===== config.mk =====
export PLATFORM = sky130hd
export DESIGN_NAME = rational_arithmetic_unit_top_flat
export DESIGN_NICKNAME = d
export VERILOG_FILES = /design/src/rtl/core/rau_pkg.sv /design/src/rtl/core/rau_if.sv /design/src/rtl/core/rational_arithmetic_unit_top.sv /design/src/flat_wrapper.sv
export SDC_FILE = /design/constraint.sdc
export NUM_CORES = 2
export LEC_CHECK = 0
export BUFFER_PORTS_ARGS = -buffer_cell sky130_fd_sc_hd__buf_4
export CORE_MARGIN = 8
export CORE_UTILIZATION = 37
export CTS_CLUSTER_SIZE = 12
export DETAILED_ROUTE_END_ITERATION = 6
export MAX_ROUTING_LAYER = met4
export PLACE_DENSITY_LB_ADDON = 0.25
export REMOVE_ABC_BUFFERS = 1
export SLEW_MARGIN = 20
export SYNTH_ARGS = -nofsm -noshare
export SYNTH_HDL_FRONTEND = slang
export SYNTH_SLANG_ARGS = --single-unit

===== constraint.sdc =====
create_clock -name clk -period 13.2 [get_ports clk]
set_input_delay 1.32 -clock clk [delete_from_list [all_inputs] [get_ports clk]]
set_output_delay 1.32 -clock clk [all_outputs]
set_load 0.03 [all_outputs]

===== src/rtl/core/rau_pkg.sv =====
// Package for the rational arithmetic unit: opcodes, status codes, compare codes.
// Used by the top level. No dependencies.
`default_nettype none
package rau_pkg;
	typedef enum logic [2:0] {
		OP_NORM = 3'd0, OP_ADD = 3'd1, OP_SUB = 3'd2, OP_MUL = 3'd3,
		OP_DIV = 3'd4, OP_NEG = 3'd5, OP_RECIP = 3'd6, OP_CMP = 3'd7
	} opcode_t;

	typedef enum logic [1:0] {
		ST_OK = 2'd0, ST_ZERO_DEN = 2'd1, ST_DIV_ZERO = 2'd2, ST_OVERFLOW = 2'd3
	} status_t;

	localparam logic [1:0] CMP_LESS = 2'd0;
	localparam logic [1:0] CMP_EQUAL = 2'd1;
	localparam logic [1:0] CMP_GREATER = 2'd2;
endpackage
`default_nettype wire


===== src/rtl/core/rau_if.sv =====
// Valid/ready channel interfaces for operand and result transactions.
// Depend on nothing but the port widths given here.
`default_nettype none
interface rau_in_if;
	logic valid;
	logic ready;
	logic [2:0] opcode;
	logic signed [31:0] a_num;
	logic signed [31:0] a_den;
	logic signed [31:0] b_num;
	logic signed [31:0] b_den;
	modport source (output valid, opcode, a_num, a_den, b_num, b_den, input ready);
	modport sink (input valid, opcode, a_num, a_den, b_num, b_den, output ready);
endinterface

interface rau_out_if;
	logic valid;
	logic ready;
	logic signed [31:0] res_num;
	logic [30:0] res_den;
	logic [1:0] cmp_result;
	logic [1:0] status;
	modport source (output valid, res_num, res_den, cmp_result, status, input ready);
	modport sink (input valid, res_num, res_den, cmp_result, status, output ready);
endinterface
`default_nettype wire


===== src/rtl/core/rational_arithmetic_unit_top.sv =====
// Rational arithmetic unit: one iterative datapath with a shared multiplier and
// one shared bit-serial remainder and divide datapath, used for Euclid and for reduction.
// Depends on rau_pkg and the channel interfaces in rau_if.sv.
// A zero denominator or a divide by zero is reported straight from the idle state; compare
// goes from the three products to the result; other operations run Euclid's remainder steps
// and then two serial divides by the gcd, one for the numerator and one for the denominator.
// Throughput: one transaction at a time; the next one is accepted after the result is taken.
// Reset: arst_n clears the sequencer, the Euclid start registers and output valid asynchronously.
`default_nettype none
module rational_arithmetic_unit_top #(
	parameter int WORD_WIDTH = 32
) (
	input wire logic clk,
	input wire logic arst_n,
	rau_in_if.sink in_ch,
	rau_out_if.source out_ch
);
	localparam int W = WORD_WIDTH;
	localparam int DW = 2 * WORD_WIDTH;
	localparam int CW = $clog2(DW + 1);

	typedef enum logic [3:0] {
		S_IDLE, S_MUL1, S_MUL2, S_MUL3, S_FORM, S_GCD, S_DIVN, S_DIVD, S_CHECK, S_OUT
	} state_t;

	state_t state_q;
	logic [2:0] op_q;
	logic signed [W-1:0] an_q, ad_q, bn_q, bd_q;
	// Shared multiplier operands and product.
	logic [W-1:0] ma, mb;
	logic [DW-1:0] prod;
	logic [DW-1:0] p1_q, p2_q, p3_q;
	logic s1_q, s2_q, s3_q;
	logic nneg_q, dneg_q;
	logic [DW:0] nmag_q, dmag_q;
	// Serial division unit: dividend shifts out, remainder accumulates.
	logic [DW:0] dvd_q, dvs_q, rem_q, quo_q;
	logic [CW:0] cnt_q;
	logic [DW:0] g_q, rn_q;
	logic [DW+1:0] rem_sh;
	logic [DW+1:0] rem_sub;

	// Operand views: the low W bits of each operand.
	logic signed [W-1:0] an_i, ad_i, bn_i, bd_i;
	assign an_i = in_ch.a_num[W-1:0];
	assign ad_i = in_ch.a_den[W-1:0];
	assign bn_i = in_ch.b_num[W-1:0];
	assign bd_i = in_ch.b_den[W-1:0];

	function automatic logic [W-1:0] absw(input logic signed [W-1:0] x);
		absw = x[W-1] ? (~x + 1'b1) : x;
	endfunction

	assign prod = DW'(ma) * DW'(mb);
	assign rem_sh = {rem_q, dvd_q[DW]};
	assign rem_sub = rem_sh - {1'b0, dvs_q};

	// Multiplier operand selection by step.
	always_comb begin
		ma = '0;
		mb = '0;
		unique case (state_q)
			S_MUL1: begin
				ma = absw(an_q);
				mb = (op_q == rau_pkg::OP_MUL) ? absw(bn_q) : absw(bd_q);
			end
			S_MUL2: begin
				ma = absw(ad_q);
				mb = (op_q == rau_pkg::OP_DIV || op_q == rau_pkg::OP_MUL)
					? ((op_q == rau_pkg::OP_DIV) ? absw(bn_q) : absw(bd_q)) : absw(bn_q);
			end
			S_MUL3: begin
				ma = absw(ad_q);
				mb = absw(bd_q);
			end
			default: begin
				ma = '0;
				mb = '0;
			end
		endcase
	end

	assign in_ch.ready = (state_q == S_IDLE) && !out_ch.valid;

	// Sequencer, datapath and result register.
	always_ff @(posedge clk or negedge arst_n) begin
		if (!arst_n) begin
			state_q <= S_IDLE;
			out_ch.valid <= 1'b0;
			g_q <= '0;
			dvs_q <= '0;
			rem_q <= '0;
			quo_q <= '0;
		end else begin
			if (out_ch.valid && out_ch.ready) out_ch.valid <= 1'b0;
			unique case (state_q)
				S_IDLE: begin
					if (in_ch.valid && in_ch.ready) begin
						op_q <= in_ch.opcode;
						an_q <= an_i;
						ad_q <= ad_i;
						bn_q <= bn_i;
						bd_q <= bd_i;
						out_ch.cmp_result <= rau_pkg::CMP_EQUAL;
						out_ch.res_num <= '0;
						out_ch.res_den <= '0;
						if (ad_i == '0 || ((in_ch.opcode != rau_pkg::OP_NORM)
								&& (in_ch.opcode != rau_pkg::OP_NEG)
								&& (in_ch.opcode != rau_pkg::OP_RECIP) && bd_i == '0)) begin
							out_ch.status <= rau_pkg::ST_ZERO_DEN;
							out_ch.valid <= 1'b1;
						end else if ((in_ch.opcode == rau_pkg::OP_DIV && bn_i == '0)
								|| (in_ch.opcode == rau_pkg::OP_RECIP && an_i == '0)) begin
							out_ch.status <= rau_pkg::ST_DIV_ZERO;
							out_ch.valid <= 1'b1;
						end else begin
							state_q <= S_MUL1;
						end
					end
				end
				S_MUL1: begin
					p1_q <= prod;
					s1_q <= (op_q == rau_pkg::OP_MUL) ? (an_q[W-1] ^ bn_q[W-1])
						: (an_q[W-1] ^ bd_q[W-1]);
					state_q <= S_MUL2;
				end
				S_MUL2: begin
					p2_q <= prod;
					s2_q <= (op_q == rau_pkg::OP_MUL) ? (ad_q[W-1] ^ bd_q[W-1])
						: (ad_q[W-1] ^ bn_q[W-1]);
					state_q <= S_MUL3;
				end
				S_MUL3: begin
					p3_q <= prod;
					s3_q <= ad_q[W-1] ^ bd_q[W-1];
					state_q <= S_FORM;
				end
				S_FORM: begin
					// Build numerator and denominator magnitudes and signs.
					unique case (op_q)
						rau_pkg::OP_ADD, rau_pkg::OP_SUB, rau_pkg::OP_CMP: begin
							logic t2n;
							t2n = s2_q ^ (op_q != rau_pkg::OP_ADD);
							if (s1_q == t2n) begin
								nmag_q <= {1'b0, p1_q} + {1'b0, p2_q};
								nneg_q <= s1_q;
							end else if (p1_q >= p2_q) begin
								nmag_q <= {1'b0, p1_q - p2_q};
								nneg_q <= s1_q;
							end else begin
								nmag_q <= {1'b0, p2_q - p1_q};
								nneg_q <= t2n;
							end
							dmag_q <= {1'b0, p3_q};
							dneg_q <= s3_q;
						end
						rau_pkg::OP_MUL, rau_pkg::OP_DIV: begin
							nmag_q <= {1'b0, p1_q};
							nneg_q <= s1_q;
							dmag_q <= {1'b0, p2_q};
							dneg_q <= s2_q;
						end
						rau_pkg::OP_RECIP: begin
							nmag_q <= (DW+1)'(absw(ad_q));
							nneg_q <= ad_q[W-1];
							dmag_q <= (DW+1)'(absw(an_q));
							dneg_q <= an_q[W-1];
						end
						default: begin
							nmag_q <= (DW+1)'(absw(an_q));
							nneg_q <= an_q[W-1] ^ (op_q == rau_pkg::OP_NEG);
							dmag_q <= (DW+1)'(absw(ad_q));
							dneg_q <= ad_q[W-1];
						end
					endcase
					if (op_q == rau_pkg::OP_CMP) begin
						state_q <= S_OUT;
					end else begin
						state_q <= S_GCD;
					end
					// Euclid starts from (x, y) = (nmag, dmag); loaded next cycle.
					cnt_q <= '0;
				end
				S_GCD: begin
					// Serial remainder x mod y; cnt 0 loads a new step.
					if (cnt_q == '0) begin
						if (g_q == '0 && dvs_q == '0 && rem_q == '0 && quo_q == '0) begin
							dvd_q <= nmag_q;
							dvs_q <= dmag_q;
							g_q <= dmag_q;
							quo_q <= '1;
						end else begin
							rem_q <= '0;
							cnt_q <= (CW+1)'(1);
						end
					end else if (cnt_q <= (CW+1)'(DW + 1)) begin
						dvd_q <= dvd_q << 1;
						rem_q <= rem_sub[DW+1] ? rem_sh[DW:0] : rem_sub[DW:0];
						cnt_q <= cnt_q + 1'b1;
					end else begin
						if (rem_q == '0) begin
							g_q <= dvs_q;
							dvd_q <= nmag_q;
							rem_q <= '0;
							quo_q <= '0;
							cnt_q <= '0;
							state_q <= S_DIVN;
						end else begin
							dvd_q <= dvs_q;
							dvs_q <= rem_q;
							rem_q <= '0;
							cnt_q <= (CW+1)'(1);
						end
					end
				end
				S_DIVN, S_DIVD: begin
					// Serial restoring divide by the gcd.
					if (cnt_q == '0) begin
						dvs_q <= g_q;
						cnt_q <= (CW+1)'(1);
					end else if (cnt_q <= (CW+1)'(DW + 1)) begin
						dvd_q <= dvd_q << 1;
						rem_q <= rem_sub[DW+1] ? rem_sh[DW:0] : rem_sub[DW:0];
						quo_q <= {quo_q[DW-1:0], ~rem_sub[DW+1]};
						cnt_q <= cnt_q + 1'b1;
					end else if (state_q == S_DIVN) begin
						rn_q <= quo_q;
						dvd_q <= dmag_q;
						rem_q <= '0;
						quo_q <= '0;
						cnt_q <= '0;
						state_q <= S_DIVD;
					end else begin
						state_q <= S_CHECK;
					end
				end
				S_CHECK: begin
					logic neg;
					neg = (rn_q != '0) && (nneg_q != dneg_q);
					if (quo_q > (DW+1)'((64'd1 << (W-1)) - 1)
							|| rn_q > (DW+1)'((64'd1 << (W-1)) - (neg ? 0 : 1))) begin
						out_ch.status <= rau_pkg::ST_OVERFLOW;
					end else begin
						out_ch.status <= rau_pkg::ST_OK;
						out_ch.res_num <= neg ? 32'(~rn_q + 1'b1) : 32'(rn_q);
						out_ch.res_den <= 31'(quo_q);
					end
					g_q <= '0;
					dvs_q <= '0;
					rem_q <= '0;
					quo_q <= '0;
					out_ch.valid <= 1'b1;
					state_q <= S_IDLE;
				end
				S_OUT: begin
					// Compare: sign of a - b, flipped when denominator signs differ.
					out_ch.status <= rau_pkg::ST_OK;
					out_ch.res_num <= '0;
					out_ch.res_den <= 31'd1;
					if (nmag_q == '0) out_ch.cmp_result <= rau_pkg::CMP_EQUAL;
					else if (nneg_q ^ (ad_q[W-1] != bd_q[W-1]) ^ s3_q ^ (ad_q[W-1] ^ bd_q[W-1]))
						out_ch.cmp_result <= rau_pkg::CMP_LESS;
					else out_ch.cmp_result <= rau_pkg::CMP_GREATER;
					out_ch.valid <= 1'b1;
					state_q <= S_IDLE;
				end
				default: state_q <= S_IDLE;
			endcase
		end
	end
endmodule
`default_nettype wire

===== src/flat_wrapper.sv =====
// flat-port wrapper written by rule: the top's interface ports become plain ports
module rational_arithmetic_unit_top_flat 
#(
	parameter int WORD_WIDTH = 32
)
  (clk, arst_n, in_ch_valid, in_ch_opcode, in_ch_a_num, in_ch_a_den, in_ch_b_num, in_ch_b_den, in_ch_ready, out_ch_valid, out_ch_res_num, out_ch_res_den, out_ch_cmp_result, out_ch_status, out_ch_ready);
  rau_in_if in_ch_i ();
  rau_out_if out_ch_i ();
  input wire logic clk;
  input wire logic arst_n;
  input wire logic [$bits(in_ch_i.valid)-1:0] in_ch_valid;
  input wire logic [$bits(in_ch_i.opcode)-1:0] in_ch_opcode;
  input wire logic [$bits(in_ch_i.a_num)-1:0] in_ch_a_num;
  input wire logic [$bits(in_ch_i.a_den)-1:0] in_ch_a_den;
  input wire logic [$bits(in_ch_i.b_num)-1:0] in_ch_b_num;
  input wire logic [$bits(in_ch_i.b_den)-1:0] in_ch_b_den;
  output wire logic [$bits(in_ch_i.ready)-1:0] in_ch_ready;
  output wire logic [$bits(out_ch_i.valid)-1:0] out_ch_valid;
  output wire logic [$bits(out_ch_i.res_num)-1:0] out_ch_res_num;
  output wire logic [$bits(out_ch_i.res_den)-1:0] out_ch_res_den;
  output wire logic [$bits(out_ch_i.cmp_result)-1:0] out_ch_cmp_result;
  output wire logic [$bits(out_ch_i.status)-1:0] out_ch_status;
  input wire logic [$bits(out_ch_i.ready)-1:0] out_ch_ready;
  assign in_ch_i.valid = in_ch_valid;
  assign in_ch_i.opcode = in_ch_opcode;
  assign in_ch_i.a_num = in_ch_a_num;
  assign in_ch_i.a_den = in_ch_a_den;
  assign in_ch_i.b_num = in_ch_b_num;
  assign in_ch_i.b_den = in_ch_b_den;
  assign in_ch_ready = in_ch_i.ready;
  assign out_ch_valid = out_ch_i.valid;
  assign out_ch_res_num = out_ch_i.res_num;
  assign out_ch_res_den = out_ch_i.res_den;
  assign out_ch_cmp_result = out_ch_i.cmp_result;
  assign out_ch_status = out_ch_i.status;
  assign out_ch_i.ready = out_ch_ready;
  rational_arithmetic_unit_top #(.WORD_WIDTH(WORD_WIDTH)) u_core (.clk(clk), .arst_n(arst_n), .in_ch(in_ch_i), .out_ch(out_ch_i));
endmodule

==> metrics.txt <==
status complete, no violations; die height 514 um; worst slack, placed between 0.7 and 0.8 ns; First DRT Iteration DRCs 8279; Final min period between 10 and 15 ns; Worst Hold Launch u_core.quo_q[41]$_DFFE_PN0P_; Critical Path Sink Type flop; Hold Crit Endpoint u_core.rn_q[41]$_DFFE_PP_; FF-to-FF End u_core.p3_q[63]$_DFFE_PP_; post-CTS sizing 0; worst-skew pair later-pin latency 0.79 ns; Root Buffer clkbuf_16; Die ar. 0.265 mm^2; Cell variety after synth 89; GR Overflow Total 0; layout cell share with drive strength beyond 1 6.96%; max-slew violation count 0; Total Routing Usage GR 27.8%; Die X-Extent between 500 and 600 um; fin worst setup slack 0.666 ns; area leader, netlist edfxtp_1; Final GP Congestion between 0.9 and 1; CTS tree yes; arrival time worst endpoint 12.98 ns; Core Box Area between 0.2 and 0.25 mm^2; Synth top cells by count nand2_1, inv_1, nor2_1, fa_1, a21oi_1; Layout Nets 11900; vias in the first global route 80000; async set or reset register ratio after synthesis 28.6%; synthesized flop and latch total a little over 900; first-pass GRT wire length 541 mm; Yosys top cell area share 21.6%; Core Util, Final 40.8%; hold path cells 0; Worst-path clk slew 0.06 ns; Worst EP required 13.65 ns; routing usage on met2 43.9%; R2R Setup Slk 0.67 ns; reg2reg path depth 33; Via Count 79000; CP max stage delay 0.83 ns; top_reg_cell synth edfxtp_1; most frequent cell after synthesis nand2_1; CTS buffer count 107; fillcell total roughly 25000; initial core utilization 37.1%; Worst Tran Pin Value 1.22 ns; Synth Instances 10300; fin crit share between 90% and 100%; CTS sink cnt just over 900; # DRC 0; CP Max Fanout 19; design area about 0.10 mm^2; vias per cell 5.77; Synth Warn # 0; placed standard-cell area 0.0974 mm^2; Final Hold Fails 0; Crit path top cell by count fa_1; TritonRoute pass-1 iters 6; hold_buf cts 0; dominant cells by area after synthesis edfxtp_1, fa_1, ha_1, dfrtp_1, nand2_1; PortBufs 203; antenna violations before repair 24; Top Usage Layer GRT met2; post-route setup TNS 0 ns; HP Class flop to flop; io pins 204; RSZ-0062 raised after global routing no; post-CTS setup buffer count 0; Max Freq between 0.07 and 0.08 GHz; endpoints failing setup 0; CTS max path bufs 3; final WL around 370 mm; H-tree depth 3; kind of critical path flop to flop; Seq/Total Area, Yosys 28.8%; Mapped Area 0.0919 mm^2; Slew headroom 17.8%; Slowest-stage cell, CP o22a_1; worst reg2reg startpoint u_core.an_q[8]$_DFFE_PP_; met1 global-route usage 36.0%; CP startpoint kind flop; Routed Antenna Nets 0; Routed WL per cell 26.8 um; area grow syn2layout 9.97%; pin count of the biggest net entering global routing 128; worst clock skew 0.0839 ns; Avg Inst Size Synth 8.89 um^2; EDFF count, synth around 660; grt met3 use 4.05%; Post-DP HPWL around 290 mm; max-cap viol count 0; FP Rows 183
## worst max-delay path, delay by kind of cell (launching register included)
kind                       cells  cell delay, ns
AOI/OAI and AO/OA             12            3.86
buffers and inverters          3            0.34
xor gates and xnor gates       2            0.53
and+or+nand+nor                7            2.61
DFF                            1            0.45
adders and majority gates      9            4.44
## layout by cell type (no fill, tap or decap), types with 34 or more instances in the layout
cell type	synthesis	layout
and3_1	37	34
nor2b_1	41	41
o22ai_1	136	110
a31oi_1	118	118
o21ai_0	395	391
a21oi_1	778	778
mux2i_1	37	37
dfrtp_1	265	265
ha_1	559	559
a21o_1	118	118
clkbuf_16	0	107
nand2_1	1347	1342
o21a_1	45	42
a211oi_1	122	120
nand4_1	91	91
nor4_1	152	143
o21bai_1	90	90
nor3_1	131	127
or3_1	40	39
and2_1	72	72
edfxtp_1	662	662
fa_1	900	900
o22a_1	46	44
nor2_1	1049	1045
o31ai_1	123	123
o311ai_0	64	64
a22o_1	38	38
nand3_1	136	136
nand2b_1	59	57
a21boi_0	84	83
xor2_1	182	181
xnor2_1	152	150
inv_1	1286	1286
o221ai_1	44	44
buf_4	1	408
## logic make-up (layout without fill, tap and decap cells)
group	after synthesis	after routing	synth area share [%]
and+or+nand+nor	3249	3249	15.4
AOI/OAI and AO/OA	2431	2431	16.9
other	1	15	0.00408
adders and majority gates	1459	1459	27.2
muxes	58	58	0.746
DFF	927	927	28.8
xor gates and xnor gates	334	334	3.18
buffers and inverters	1881	1900	7.72
## final cells by class
class	count	area (um^2)	area share (%)
clock inverter	59	732	0.724
multi-input combinational	7532	58800	58.2
timing repair buffer	410	3100	3.07
antenna	14	35.0	0.0347
sequential	927	26500	26.2
tap	3330	4170	4.12
inverter	1290	4840	4.79
clock buffer	141	2890	2.86
## registers in the layout, indices dropped and copies added, names as in the netlist, 64 cells and up
signal / count
u_core.dvd_q: 65
u_core.dvs_q: 65
u_core.g_q: 65
u_core.nmag_q: 65
u_core.quo_q: 65
u_core.rem_q: 65
u_core.rn_q: 65
u_core.dmag_q: 64
u_core.p1_q: 64
u_core.p2_q: 64
u_core.p3_q: 64
## worst max-delay path by stage
stage / from / endpoint / slack [ns] / depth (start not counted)
after detailed placement: u_core.an_q[8]$_DFFE_PP_ / u_core.p2_q[63]$_DFFE_PP_ / 0.80 / 33
after CTS: u_core.an_q[8]$_DFFE_PP_ / u_core.p3_q[63]$_DFFE_PP_ / 0.74 / 33
after floorplan: u_core.state_q[1]$_DFFE_PN0P_ / u_core.g_q[64]$_DFFE_PN0P_ / -3.00 / 3
after global placement: u_core.an_q[8]$_DFFE_PP_ / u_core.p1_q[59]$_DFFE_PP_ / 0.97 / 36
final: u_core.an_q[8]$_DFFE_PP_ / u_core.p3_q[63]$_DFFE_PP_ / 0.67 / 33
after global routing: u_core.an_q[8]$_DFFE_PP_ / u_core.p3_q[63]$_DFFE_PP_ / 0.14 / 33
## stage by stage
stage | std cells | hold WS, ns
final | 13700 | 0.499
after global routing | 13700 | 0.515
after CTS | 13700 | 0.499
after detailed placement | 13500 | 0.487
after global placement | 13500 | 0.484
after floorplan | 9749 | 0.448
## per-layer routing
metal	part of all wire, %	wire, um
met1	42	155000
met5	0	0
met4	5.1	18800
met2	46	168000
met3	6.8	25000
Power is not shown: default switching activity piles up to over one toggle a cycle in this logic, so the estimate is an artifact.
